## config.mk

```make
export PLATFORM = sky130hd
export DESIGN_NAME = at_command_line_parser_core
export DESIGN_NICKNAME = d
export VERILOG_FILES = /design/src/rtl/atclp_pkg.sv /design/src/rtl/at_command_line_parser_core.sv
export SDC_FILE = /design/constraint.sdc
export NUM_CORES = 1
export LEC_CHECK = 0
export ABC_AREA = 1
export BUFFER_PORTS_ARGS = -buffer_cell sky130_fd_sc_hd__buf_2
export CAP_MARGIN = 20
export CORE_ASPECT_RATIO = 0.8
export CORE_MARGIN = 2
export CORE_UTILIZATION = 61
export CTS_CLUSTER_DIAMETER = 120
export DETAILED_ROUTE_END_ITERATION = 12
export PLACE_DENSITY = 0.79
export SLEW_MARGIN = 20
export SYNTH_ARGS = -nofsm -noshare
export SYNTH_HDL_FRONTEND = slang
export SYNTH_SLANG_ARGS = --single-unit
export TNS_END_PERCENT = 50
```

## constraint.sdc

```tcl
create_clock -name clock -period 4.47 [get_ports clock]
set_clock_uncertainty 0.05 [all_clocks]
set_input_delay 0.2235 -clock clock [delete_from_list [all_inputs] [get_ports clock]]
set_output_delay 0.2235 -clock clock [all_outputs]
set_load 0.02 [all_outputs]
```

## src/rtl/atclp_pkg.sv

```systemverilog
// Package: codes, command texts and helper functions of the AT command-line parser.
`default_nettype none

package atclp_pkg;

   // Number of characters of a line that are kept; later ones are dropped.
   localparam int LINE_CHARS = 31;
   localparam int POS_W      = $clog2(LINE_CHARS + 1);

   // Largest register number that a peek or poke may address.
   localparam logic [15:0] REG_MAX = 16'd255;

   // Parse phases of a line.
   localparam int PHASE_W = 3;
   localparam logic [PHASE_W-1:0] PH_EMPTY = 3'd0;
   localparam logic [PHASE_W-1:0] PH_GOT_A = 3'd1;
   localparam logic [PHASE_W-1:0] PH_AT    = 3'd2;
   localparam logic [PHASE_W-1:0] PH_MATCH = 3'd3;
   localparam logic [PHASE_W-1:0] PH_NUM1  = 3'd4;
   localparam logic [PHASE_W-1:0] PH_NUM2  = 3'd5;
   localparam logic [PHASE_W-1:0] PH_EXACT = 3'd6;

   // Command kinds.
   typedef logic [2:0] kind_type;
   localparam kind_type K_NONE    = 3'd0;
   localparam kind_type K_VERSION = 3'd1;
   localparam kind_type K_MODEL   = 3'd2;
   localparam kind_type K_TURBO   = 3'd3;
   localparam kind_type K_PEEK    = 3'd4;
   localparam kind_type K_POKE    = 3'd5;
   localparam kind_type K_AMP     = 3'd6;

   // Response codes.
   localparam logic [2:0] RESP_OK      = 3'd0;
   localparam logic [2:0] RESP_ERROR   = 3'd1;
   localparam logic [2:0] RESP_VERSION = 3'd2;
   localparam logic [2:0] RESP_MODEL   = 3'd3;
   localparam logic [2:0] RESP_REG     = 3'd4;

   // Action codes.
   localparam logic [2:0] ACT_NONE  = 3'd0;
   localparam logic [2:0] ACT_TURBO = 3'd1;
   localparam logic [2:0] ACT_READ  = 3'd2;
   localparam logic [2:0] ACT_WRITE = 3'd3;
   localparam logic [2:0] ACT_AMP   = 3'd4;

   // Command texts, left aligned in eight characters and padded with zero bytes.
   localparam logic [63:0] TXT_VERSION = "+VERSION";
   localparam logic [63:0] TXT_MODEL   = {"+MODEL", 16'h0000};
   localparam logic [63:0] TXT_TURBO   = {"+TURBO", 16'h0000};
   localparam logic [63:0] TXT_PEEK    = {"+PEEK=", 16'h0000};
   localparam logic [63:0] TXT_POKE    = {"+POKE=", 16'h0000};
   localparam logic [63:0] TXT_AMP     = {"+AMP=", 24'h000000};

   // Character of a command's text at a given index.
   function automatic logic [7:0] cmd_char(input kind_type kind, input logic [2:0] idx);
      logic [63:0] txt;
      case (kind)
         K_VERSION: txt = TXT_VERSION;
         K_MODEL:   txt = TXT_MODEL;
         K_TURBO:   txt = TXT_TURBO;
         K_PEEK:    txt = TXT_PEEK;
         K_POKE:    txt = TXT_POKE;
         K_AMP:     txt = TXT_AMP;
         default:   txt = 64'h0;
      endcase
      return txt[8*(3'd7 - idx) +: 8];
   endfunction

   // Length of a command's text.
   function automatic logic [3:0] cmd_len(input kind_type kind);
      logic [3:0] len;
      case (kind)
         K_VERSION: len = 4'd8;
         K_MODEL:   len = 4'd6;
         K_TURBO:   len = 4'd6;
         K_PEEK:    len = 4'd6;
         K_POKE:    len = 4'd6;
         K_AMP:     len = 4'd5;
         default:   len = 4'd0;
      endcase
      return len;
   endfunction

endpackage

`default_nettype wire

```

## src/rtl/at_command_line_parser_core.sv

```systemverilog
// AT command-line parser: one character per item, one result item per non-empty line.
//
// The req channel carries one character per item (req_char_byte), with
// req_end_of_line set on the line's last item; req_char_present is low for an
// end marker without a character. Letters are folded to upper case and the
// command is recognised as it arrives. When a line ends, one result item
// leaves on the rsp channel with a response code, an action code, a register
// number, a write value and the amplifier state; an empty line gives none.
// Both channels use valid and stall; an item moves when valid is high and
// stall is low.
// Timing: an item is registered in the input register on acceptance, then decoded, and
// its result is registered in the result register and shown on rsp; a stall keeps it waiting.
// Throughput: one item per cycle while rsp_stall holds no waiting result, set by the single
// decode step between the input register and the line state and result registers.
// Reset (synchronous, active high) empties both registers and returns the
// line state to the start of a line. While rsp_stall holds a waiting result,
// one more item may be taken into the input register, and req_stall rises
// only once that register is full as well.
`default_nettype none

module at_command_line_parser_core
   import atclp_pkg::*;
(
   input  wire logic        clock,
   input  wire logic        reset,
   input  wire logic        req_valid,
   output logic             req_stall,
   input  wire logic [7:0]  req_char_byte,
   input  wire logic        req_end_of_line,
   input  wire logic        req_char_present,
   output logic             rsp_valid,
   input  wire logic        rsp_stall,
   output logic [2:0]       rsp_response_code,
   output logic [2:0]       rsp_action_code,
   output logic [7:0]       rsp_register_number,
   output logic [15:0]      rsp_write_value,
   output logic             rsp_amplifier_on
);

   // Input register.
   logic              in_valid_ff, in_valid_in;
   logic [7:0]        in_char_ff;
   logic              in_eol_ff;
   logic              in_present_ff;

   // Line state.
   logic [PHASE_W-1:0] phase_ff, phase_in;
   logic [POS_W-1:0]   pos_ff, pos_in;
   kind_type           kind_ff, kind_in;
   logic [15:0]        acc_ff, acc_in;
   logic [7:0]         held_ff, held_in;
   logic               err_ff, err_in;

   // Result register.
   logic               rsp_valid_ff, rsp_valid_in;
   logic [2:0]         resp_ff, resp_in;
   logic [2:0]         act_ff, act_in;
   logic [7:0]         reg_ff, reg_in;
   logic [15:0]        val_ff, val_in;
   logic               amp_ff, amp_in;

   // Decode signals.
   logic               out_free;
   logic               fire;
   logic               accept;
   logic               take;
   logic [7:0]         ch;
   logic [2:0]         idx;
   kind_type           kind_cur;
   logic [15:0]        acc_times_ten;
   logic [PHASE_W-1:0] line_phase;
   logic [POS_W-1:0]   line_pos;
   kind_type           line_kind;
   logic [15:0]        line_acc;
   logic [7:0]         line_held;
   logic               line_err;
   logic               produce;

   // Handshake: the decode step runs whenever the result register can take its output.
   assign out_free  = !rsp_valid_ff || !rsp_stall;
   assign fire      = in_valid_ff && out_free;
   assign req_stall = in_valid_ff && !out_free;
   assign accept    = req_valid && !req_stall;

   always_comb begin
      if (accept) begin
         in_valid_in = 1'b1;
      end else if (fire) begin
         in_valid_in = 1'b0;
      end else begin
         in_valid_in = in_valid_ff;
      end
   end

   // Character folding and the index into the command text.
   assign ch = (in_char_ff >= "a" && in_char_ff <= "z") ? in_char_ff - 8'd32 : in_char_ff;
   assign idx = 3'(pos_ff - POS_W'(2));
   assign acc_times_ten = (acc_ff << 3) + (acc_ff << 1);
   assign take = in_present_ff && !err_ff && (pos_ff < POS_W'(LINE_CHARS));

   // Effect of one character on the line state.
   always_comb begin
      line_phase = phase_ff;
      line_pos   = pos_ff;
      line_kind  = kind_ff;
      line_acc   = acc_ff;
      line_held  = held_ff;
      line_err   = err_ff;
      kind_cur   = kind_ff;
      if (take) begin
         if (in_char_ff == 8'h00) begin
            // A zero byte ends the kept text.
            line_pos = POS_W'(LINE_CHARS);
         end else begin
            line_pos = pos_ff + POS_W'(1);
            case (phase_ff)
               PH_EMPTY: begin
                  if (ch == "A") line_phase = PH_GOT_A;
                  else line_err = 1'b1;
               end
               PH_GOT_A: begin
                  if (ch == "T") line_phase = PH_AT;
                  else line_err = 1'b1;
               end
               PH_AT: begin
                  if (ch == "+") begin
                     line_phase = PH_MATCH;
                     line_kind  = K_NONE;
                  end else begin
                     line_err = 1'b1;
                  end
               end
               PH_MATCH: begin
                  // The first letter picks the command; PEEK turns into POKE on an O.
                  if (kind_ff == K_NONE) begin
                     case (ch)
                        "V":     kind_cur = K_VERSION;
                        "M":     kind_cur = K_MODEL;
                        "T":     kind_cur = K_TURBO;
                        "P":     kind_cur = K_PEEK;
                        "A":     kind_cur = K_AMP;
                        default: kind_cur = K_NONE;
                     endcase
                  end else if (kind_ff == K_PEEK && idx == 3'd2 && ch == "O") begin
                     kind_cur = K_POKE;
                  end
                  line_kind = kind_cur;
                  if (kind_cur == K_NONE || cmd_char(kind_cur, idx) != ch) begin
                     line_err = 1'b1;
                  end else if ({1'b0, idx} + 4'd1 == cmd_len(kind_cur)) begin
                     if (kind_cur == K_VERSION || kind_cur == K_MODEL ||
                         kind_cur == K_TURBO) begin
                        line_phase = PH_EXACT;
                     end else begin
                        line_phase = PH_NUM1;
                        line_acc   = 16'd0;
                     end
                  end
               end
               PH_NUM1, PH_NUM2: begin
                  // Decimal digits accumulate, spaces are skipped, a poke takes one comma.
                  if (ch >= "0" && ch <= "9") begin
                     line_acc = acc_times_ten + {12'd0, 4'(ch - "0")};
                  end else if (ch == " ") begin
                     line_acc = acc_ff;
                  end else if (ch == "," && phase_ff == PH_NUM1 && kind_ff == K_POKE) begin
                     if (acc_ff > REG_MAX) begin
                        line_err = 1'b1;
                     end else begin
                        line_held  = acc_ff[7:0];
                        line_acc   = 16'd0;
                        line_phase = PH_NUM2;
                     end
                  end else begin
                     line_err = 1'b1;
                  end
               end
               default: begin
                  line_err = 1'b1;
               end
            endcase
         end
      end
   end

   // Result of a line that ends with this item.
   always_comb begin
      produce = line_err || (line_phase != PH_EMPTY);
      resp_in = RESP_ERROR;
      act_in  = ACT_NONE;
      reg_in  = 8'd0;
      val_in  = 16'd0;
      amp_in  = 1'b0;
      if (!line_err) begin
         case (line_phase)
            PH_AT: begin
               resp_in = RESP_OK;
            end
            PH_EXACT: begin
               if (line_kind == K_VERSION) begin
                  resp_in = RESP_VERSION;
               end else if (line_kind == K_MODEL) begin
                  resp_in = RESP_MODEL;
               end else if (line_kind == K_TURBO) begin
                  resp_in = RESP_OK;
                  act_in  = ACT_TURBO;
               end
            end
            PH_NUM1: begin
               if (line_kind == K_PEEK && line_acc <= REG_MAX) begin
                  resp_in = RESP_REG;
                  act_in  = ACT_READ;
                  reg_in  = line_acc[7:0];
               end else if (line_kind == K_AMP) begin
                  resp_in = RESP_OK;
                  act_in  = ACT_AMP;
                  amp_in  = (line_acc != 16'd0);
               end
            end
            PH_NUM2: begin
               if (line_kind == K_POKE) begin
                  resp_in = RESP_OK;
                  act_in  = ACT_WRITE;
                  reg_in  = line_held;
                  val_in  = line_acc;
               end
            end
            default: begin
               resp_in = RESP_ERROR;
            end
         endcase
      end
   end

   // Next line state: back to the start of a line after its end.
   always_comb begin
      phase_in = phase_ff;
      pos_in   = pos_ff;
      kind_in  = kind_ff;
      acc_in   = acc_ff;
      held_in  = held_ff;
      err_in   = err_ff;
      if (fire) begin
         if (in_eol_ff) begin
            phase_in = PH_EMPTY;
            pos_in   = '0;
            kind_in  = K_NONE;
            acc_in   = 16'd0;
            held_in  = 8'd0;
            err_in   = 1'b0;
         end else begin
            phase_in = line_phase;
            pos_in   = line_pos;
            kind_in  = line_kind;
            acc_in   = line_acc;
            held_in  = line_held;
            err_in   = line_err;
         end
      end
   end

   // Result valid: loaded whenever the result register is free.
   assign rsp_valid_in = out_free ? (fire && in_eol_ff && produce) : rsp_valid_ff;

   // Control registers.
   always_ff @(posedge clock) begin
      if (reset) begin
         in_valid_ff  <= 1'b0;
         rsp_valid_ff <= 1'b0;
         phase_ff     <= PH_EMPTY;
         pos_ff       <= '0;
         kind_ff      <= K_NONE;
         acc_ff       <= 16'd0;
         held_ff      <= 8'd0;
         err_ff       <= 1'b0;
      end else begin
         in_valid_ff  <= in_valid_in;
         rsp_valid_ff <= rsp_valid_in;
         phase_ff     <= phase_in;
         pos_ff       <= pos_in;
         kind_ff      <= kind_in;
         acc_ff       <= acc_in;
         held_ff      <= held_in;
         err_ff       <= err_in;
      end
   end

   // Payload registers.
   always_ff @(posedge clock) begin
      if (accept) begin
         in_char_ff    <= req_char_byte;
         in_eol_ff     <= req_end_of_line;
         in_present_ff <= req_char_present;
      end
      if (out_free && fire && in_eol_ff && produce) begin
         resp_ff <= resp_in;
         act_ff  <= act_in;
         reg_ff  <= reg_in;
         val_ff  <= val_in;
         amp_ff  <= amp_in;
      end
   end

   assign rsp_valid           = rsp_valid_ff;
   assign rsp_response_code   = resp_ff;
   assign rsp_action_code     = act_ff;
   assign rsp_register_number = reg_ff;
   assign rsp_write_value     = val_ff;
   assign rsp_amplifier_on    = amp_ff;

`ifndef NO_ASSERTIONS
   // A held item that cannot advance stays in the input register.
   a_hold_item: assert property (@(posedge clock) disable iff (reset)
      (in_valid_ff && !out_free) |=> in_valid_ff)
      else $error("held item lost from the input register");

   // The line state is back at the start after every line end.
   a_line_clear: assert property (@(posedge clock) disable iff (reset)
      (fire && in_eol_ff) |=> (phase_ff == PH_EMPTY && pos_ff == '0 && !err_ff))
      else $error("line state not cleared after a line end");

   // A new result only follows the decode of a line end.
   a_result_origin: assert property (@(posedge clock) disable iff (reset)
      $rose(rsp_valid_ff) |-> $past(fire && in_eol_ff))
      else $error("result item without a line end");
`endif

endmodule

`default_nettype wire

```

==> metrics, run 1 <==
initial antenna violation count=0; slowest CP cell=edfxtp_1; htree depth=3; TritonCTS clock tree=built; layout cells sized above 1=0.226; Post-synth EDFFs=41; wire length per cell=17.1 um; P_leak=3.32 nW; outcome=completed; critical path data required time=between 4 and 5 ns; Die ar.=approximately 0.011 sq mm; GPL Wtd Cong=~1.0; Root Driver=clkbuf_16; I/O pins=47; Final Hold Fails=0; clock tree sinks=a little under 80; final critical-path share of the clock period=0.984; Hold Crit Class=in -> reg; final setup fails=0; Max FO, Critical Path=6; Synth Register Bits=~80; fill cell count=just over 700; max-cap violation count=0; first-pass GRT wire length=28.4 mm; Final WS setup=0.0700 ns; DP Worst Slack=just under 0.08 ns; most frequent cells in the layout=nand2_1 (204), inv_1 (89), nor2_1 (70), a21oi_1 (67), buf_4 (55); pin count of the biggest net entering global routing=39; Yosys top cell area share=0.206; sequential area share after synthesis=0.333; register clock-pin slew on the reported worst setup and hold paths=roughly 0.060 ns; post-synthesis area per instance=between 7 and 8 sq um; Initial Util=0.623; Routed Wire Length=between 15 and 20 mm; routed vias/inst=~6.0; worst skew pair latency=0.35 ns; critical path launch point type=register; Crit Path Class=reg -> reg; Mapped Cells=840; Synth cell types=between 40 and 50; Primary FF master, synth=edfxtp_1; Initial DRC Count=between 700 and 800; commonest non-fill, non-tap cell in the layout=nand2_1; Max clock buf depth=2; HPWL Detailed=approximately 13 mm; Worst setup EP type=register; core area=~0.0096 sq mm; Final Max Slew Viols=0; port buffer count=46; pwr dens=227 mW/mm^2; Slew HR=0.329; CP dominant cell by count=nand2_1; Die Y=about 90 um; yosys warns=0; worst endpoint data arrival time=4.55 ns; Vias=around 6,300; via count of the first global-routing pass=roughly 5,900; post-synth top area cell=edfxtp_1; Num CTS Buffers=9; FP Rows=32; Mapped Area=0.00599 sq mm; Total Routing Usage GR=0.341; top cells by area, synth=edfxtp_1 (21%), nand2_1 (13%), dfxtp_1 (13%), a21oi_1 (6.9%), ha_1 (6.7%); DRC errors left=0; RSZ-0062 raised after global routing=yes; Layout area overhead=22.7%; # nets final=slightly below 1,000; Final ANT Viol Nets=0; fmax=roughly 230 MHz; Initial DRT Pass Iterations=5; fin crit period=roughly 4.4 ns; overall power=about 0.0017 W; Antenna Cells=0; Die W=115 um; syn_nets=~890; Worst-Margin Slew=a little over 1 ns; crit-path max cell delay=roughly 0.52 ns; maximum VDD drop=about 0.26 mV; post-synthesis async set-or-reset flop share=0; GRT overflow=0
==> per-stage QoR <==
stage	TNS (ns)	util	instance area (sq um)	cells	hold WS (ns)
2_1_floorplan	0	-	5990	840	0.265
3_3_place_gp	0	0.684	6570	1019	0.350
3_5_place_dp	0	0.684	6570	1019	0.354
4_1_cts	0	0.720	6920	1041	0.00558
5_1_grt	-4.01	0.765	7350	1066	0.000777
6_report	0	0.765	7350	1066	0.00402
==> registers in the layout, summed over array words and instances, names as in the netlist <==
signal	count
rsp_valid	1
err_ff	1
in_char_ff	8
in_present_ff	1
acc_ff	16
in_valid_ff	1
in_eol_ff	1
held_ff	8
rsp_amplifier_on	1
rsp_register_number	8
rsp_write_value	16
rsp_response_code	3
pos_ff	5
rsp_action_code	3
kind_ff	3
phase_ff	3
==> path summary, 6_finish.rpt <==
kind | start | end | slack [ns] | depth (start not counted)
setup / recovery | in_char_ff[3] | rsp_register_number[7] | 0.07 | 33
hold / removal | req_char_byte[0] | in_char_ff[0] | 0.004 | 1
setup reg to reg | in_char_ff[3] | rsp_register_number[7] | 0.07 | 33
hold reg to reg | held_ff[7] | held_ff[7] | 0.42 | 2
==> metal layers <==
layer / vias to the layer above / part of all wire / GRT usage
met5: - / 0 / 0
met2: 393 / 0.44 / 0.516
li1: 3027 / - / -
met4: 0 / 0.019 / 0.0984
met3: 43 / 0.11 / 0.0916
met1: 2882 / 0.43 / 0.481
==> Yosys cell counts (3+ instances only) <==
cell type	number
nand2_1	211
inv_1	91
a21oi_1	82
nor2_1	76
nand3_1	54
edfxtp_1	41
dfxtp_1	38
o21ai_0	36
ha_1	32
nand4_1	23
clkbuf_1	15
nand2_2	12
nor3_1	11
nand3_2	10
xnor2_1	8
mux2i_1	7
nand2_4	7
xor2_1	7
inv_2	6
nor2_4	6
nor4_1	6
o211ai_1	6
buf_2	4
nor2_2	4
o21ai_1	4
o21bai_1	4
a31oi_1	3
buf_6	3
o22ai_1	3
or2_1	3
or2_2	3
==> area by class of cell <==
type	instances	area, sq um	share of cell area
Tap cell	119	149	0.0203
Clock buffer	11	254	0.0346
Clock inverter	5	36.3	0.00494
Sequential cell	79	1990	0.271
Multi-Input combinational cell	637	3680	0.502
Timing Repair Buffer	115	846	0.115
Inverter	100	385	0.0525
==> critical path: cells and delay by family (launching register included) <==
family	cells	cell delay, ns
simple gates	25	2.60
buf+inv	6	0.72
flops	1	0.52
compound gates	2	0.33
==> where the power goes <==
group	total, W	leakage, nW	switching [W]	internal [W]
combinational	0.000159	2.44	0.000105	0.0000545
sequential	0.000780	0.737	0.00000933	0.000771
clock	0.000730	0.142	0.000317	0.000414
==> cell families after synthesis <==
| family | after synthesis | share of synthesized area |
|---|---|---|
| buffers and inverters | 124 | 0.0838 |
| AO/OA/AOI/OAI | 151 | 0.141 |
| XOR/XNOR | 15 | 0.0219 |
| AND/OR/NAND/NOR | 430 | 0.335 |
| flip-flops | 79 | 0.333 |
| adder cells (fa/ha/maj) | 34 | 0.0735 |
| multiplexers | 7 | 0.0117 |
==> timing repair <==
| action | in CTS | in global routing |
|---|---|---|
| buffers inserted | 1 | 21 |
| pin swaps | 0 | 24 |
| resized for setup | 1 | 59 |
| cloned | 0 | 2 |
| hold buffers | 5 | 2 |
| endpoints found under the hold margin | 5 | 2 |
| endpoints found under the setup margin | 1 | 61 |
(Power assumes the default switching activity.)
==> run 2: changes to the inputs <==
Settings changed: SETUP_SLACK_MARGIN from default to 0.5.
==> run 2 against run 1 <==
  * The flow now finishes with violations (negative setup slack)
  * Final area increased by 9.4%
  * Combinational power increased by 21%
  * Via count increased by 8.0%
  * Sequential cell count unchanged
  * Power increased by 2.1%
  * Clock power about the same
  * Count of clock-buffer cells in the layout unchanged
  * Wire length increased by 14%
  * Critical endpoint is now rsp_response_code[0]
==> metrics, run 2 (synthesis gave the netlist of run 1 again) <==
# nets final=1,011 (+2.1%); GPL Wtd Cong=1.04 (unchanged); worst flop-to-flop path endpoint=rsp_response_code[0]; FP Rows=32 (unchanged); Final Hold Fails=0 (unchanged); Hold Crit Class=in -> reg; max-cap violation count=0 (unchanged); clock tree sinks=79 (unchanged); Vias=6,854 (+8.0%); worst skew pair latency=0.35 ns (about the same); overall power=0.00171 W (+2.1%); routed vias/inst=6.31 (+5.9%); Initial DRC Count=1,143 (+45%); critical path launch point type=register; failing checks=negative setup slack; DRC errors left=0 (unchanged); HPWL Detailed=12.7 mm (unchanged); fill cell count=556 (-23%); Worst setup EP type=register; CP startpoint=in_char_ff[3]; Worst-Margin Slew=1.10 ns (+0.0926 ns); Storage cell area=0.00200 sq mm (+0.19%); Max clock buf depth=2 (unchanged); Final ANT Viol Nets=0 (unchanged); Die Y=92.6 um (unchanged); Layout area overhead=34.2%; Setup TNS Final=-0.0666 ns (-0.0666 ns); Final Max Slew Viols=0 (unchanged); most frequent cells in the layout=nand2_1 (174), inv_1 (81), nor2_1 (62), buf_4 (60), a21oi_1 (52); Total Routing Usage GR=0.365 (+0.0243); crit path to=rsp_response_code[0]; pwr dens=212 mW/mm^2 (-6.7%); wire length per cell=19.1 um (+12%); final critical-path share of the clock period=1.01 (+0.0290); Initial Util=0.623 (unchanged); Worst R2R Start=in_char_ff[3]; DP Worst Slack=0.0786 ns (unchanged); fin crit period=4.53 ns (+0.130 ns); P_leak=3.55 nW (+7.1%); maximum VDD drop=0.239 mV (-8.3%); core area=0.00961 sq mm (unchanged); final setup fails=2 (+2); multi-input logic area=0.00406 sq mm (+10%); Die ar.=0.0106 sq mm (unchanged); port buffer count=46 (unchanged); critical path data required time=4.51 ns (-0.11 ns); slowest CP cell=edfxtp_1; commonest non-fill, non-tap cell in the layout=nand2_1; register clock-pin slew on the reported worst setup and hold paths=0.06 ns (about the same); GRT overflow=0 (unchanged); outcome=finished, violations left; Routed Wire Length=20.7 mm (+14%); FF-to-FF setup slack=-0.06 ns (-0.13 ns); Slew HR=0.267 (-0.0618); initial antenna violation count=0 (unchanged); I/O pins=47 (unchanged); Num CTS Buffers=9 (unchanged); Max FO, Critical Path=6 (unchanged); R2R cell count=32 (-3.0%); layout cells sized above 1=0.319 (+0.0932); Die W=115 um (unchanged); Final WS setup=-0.0596 ns (-0.130 ns); via count of the first global-routing pass=6,110 (+3.5%); RSZ-0062 raised after global routing=yes; TritonCTS clock tree=built; Root Driver=clkbuf_16; Initial DRT Pass Iterations=6 (+1); Crit Path Class=reg -> reg; crit-path max cell delay=0.44 ns (-0.08 ns); fmax=221 MHz (-2.9%); pin count of the biggest net entering global routing=39 (unchanged); htree depth=3 (unchanged); Antenna Cells=0 (unchanged); first-pass GRT wire length=30.2 mm (+6.4%); worst endpoint data arrival time=4.57 ns (+0.02 ns)
-- run 2: power breakdown --
group / internal (W) / leakage (nW) / total, W / switching (W)
combinational: 0.0000724 / 2.67 / 0.000193 / 0.000121
clock: 0.000414 / 0.142 / 0.000732 / 0.000318
sequential: 0.000771 / 0.739 / 0.000780 / 0.00000921
total: 0.00126 / 3.55 / 0.00171 / 0.000448
-- run 2: critical path, delay by kind of cell (launching register included) --
family	cells	cell delay, ns
AO/OA/AOI/OAI	1	0.12
buffers and inverters	6	0.67
flip-flops	1	0.44
AND/OR/NAND/NOR	25	2.94
-- run 2: worst min-delay path by stage --
stage                           startpoint            end  slack, ns  depth (start not counted)
after global placement    req_char_byte[7]  in_char_ff[7]       0.35                          1
after floorplan                      reset         err_ff       0.27                          1
after global routing      req_char_byte[6]  in_char_ff[6]     0.0005                          1
after CTS                 req_char_byte[0]  in_char_ff[0]      0.006                          1
final                     req_char_byte[0]  in_char_ff[0]      0.007                          1
after detailed placement  req_char_byte[4]  in_char_ff[4]       0.35                          1
-- run 2: timing repair --
action,4_1_cts,5_1_grt
setup endpoints to repair,70,82
hold buffers,5,1
setup buffers,20,21
cloned,4,1
pin swaps,27,32
endpoints found under the hold margin,5,1
resized for setup,60,126
-- run 2: per-stage QoR --
| stage | cell area (sq um) | hold WS [ns] | utilization | instances |
|---|---|---|---|---|
| detailed placement | 6570 | 0.354 | 0.684 | 1019 |
| floorplan | 5990 | 0.265 | - | 840 |
| CTS | 7400 | 0.00558 | 0.771 | 1064 |
| global placement | 6570 | 0.350 | 0.684 | 1019 |
| global route | 8040 | 0.000476 | 0.837 | 1087 |
| finish | 8040 | 0.00675 | 0.837 | 1087 |
-- run 2: final cells by class --
| class | count | share of cell area |
|---|---|---|
| Clock buffer | 11 | 0.0316 |
| Clock inverter | 5 | 0.00451 |
| Inverter | 100 | 0.0520 |
| Multi-Input combinational cell | 638 | 0.505 |
| Sequential cell | 79 | 0.248 |
| Tap cell | 119 | 0.0185 |
| Timing Repair Buffer | 135 | 0.140 |
-- run 2: layer usage --
layer,vias to the layer above,track usage,wire length (um)
met5,-,0,0
met4,0,0.121,700
met3,97,0.0864,2430
met2,532,0.555,9310
met1,3140,0.514,8290
li1,3085,-,-
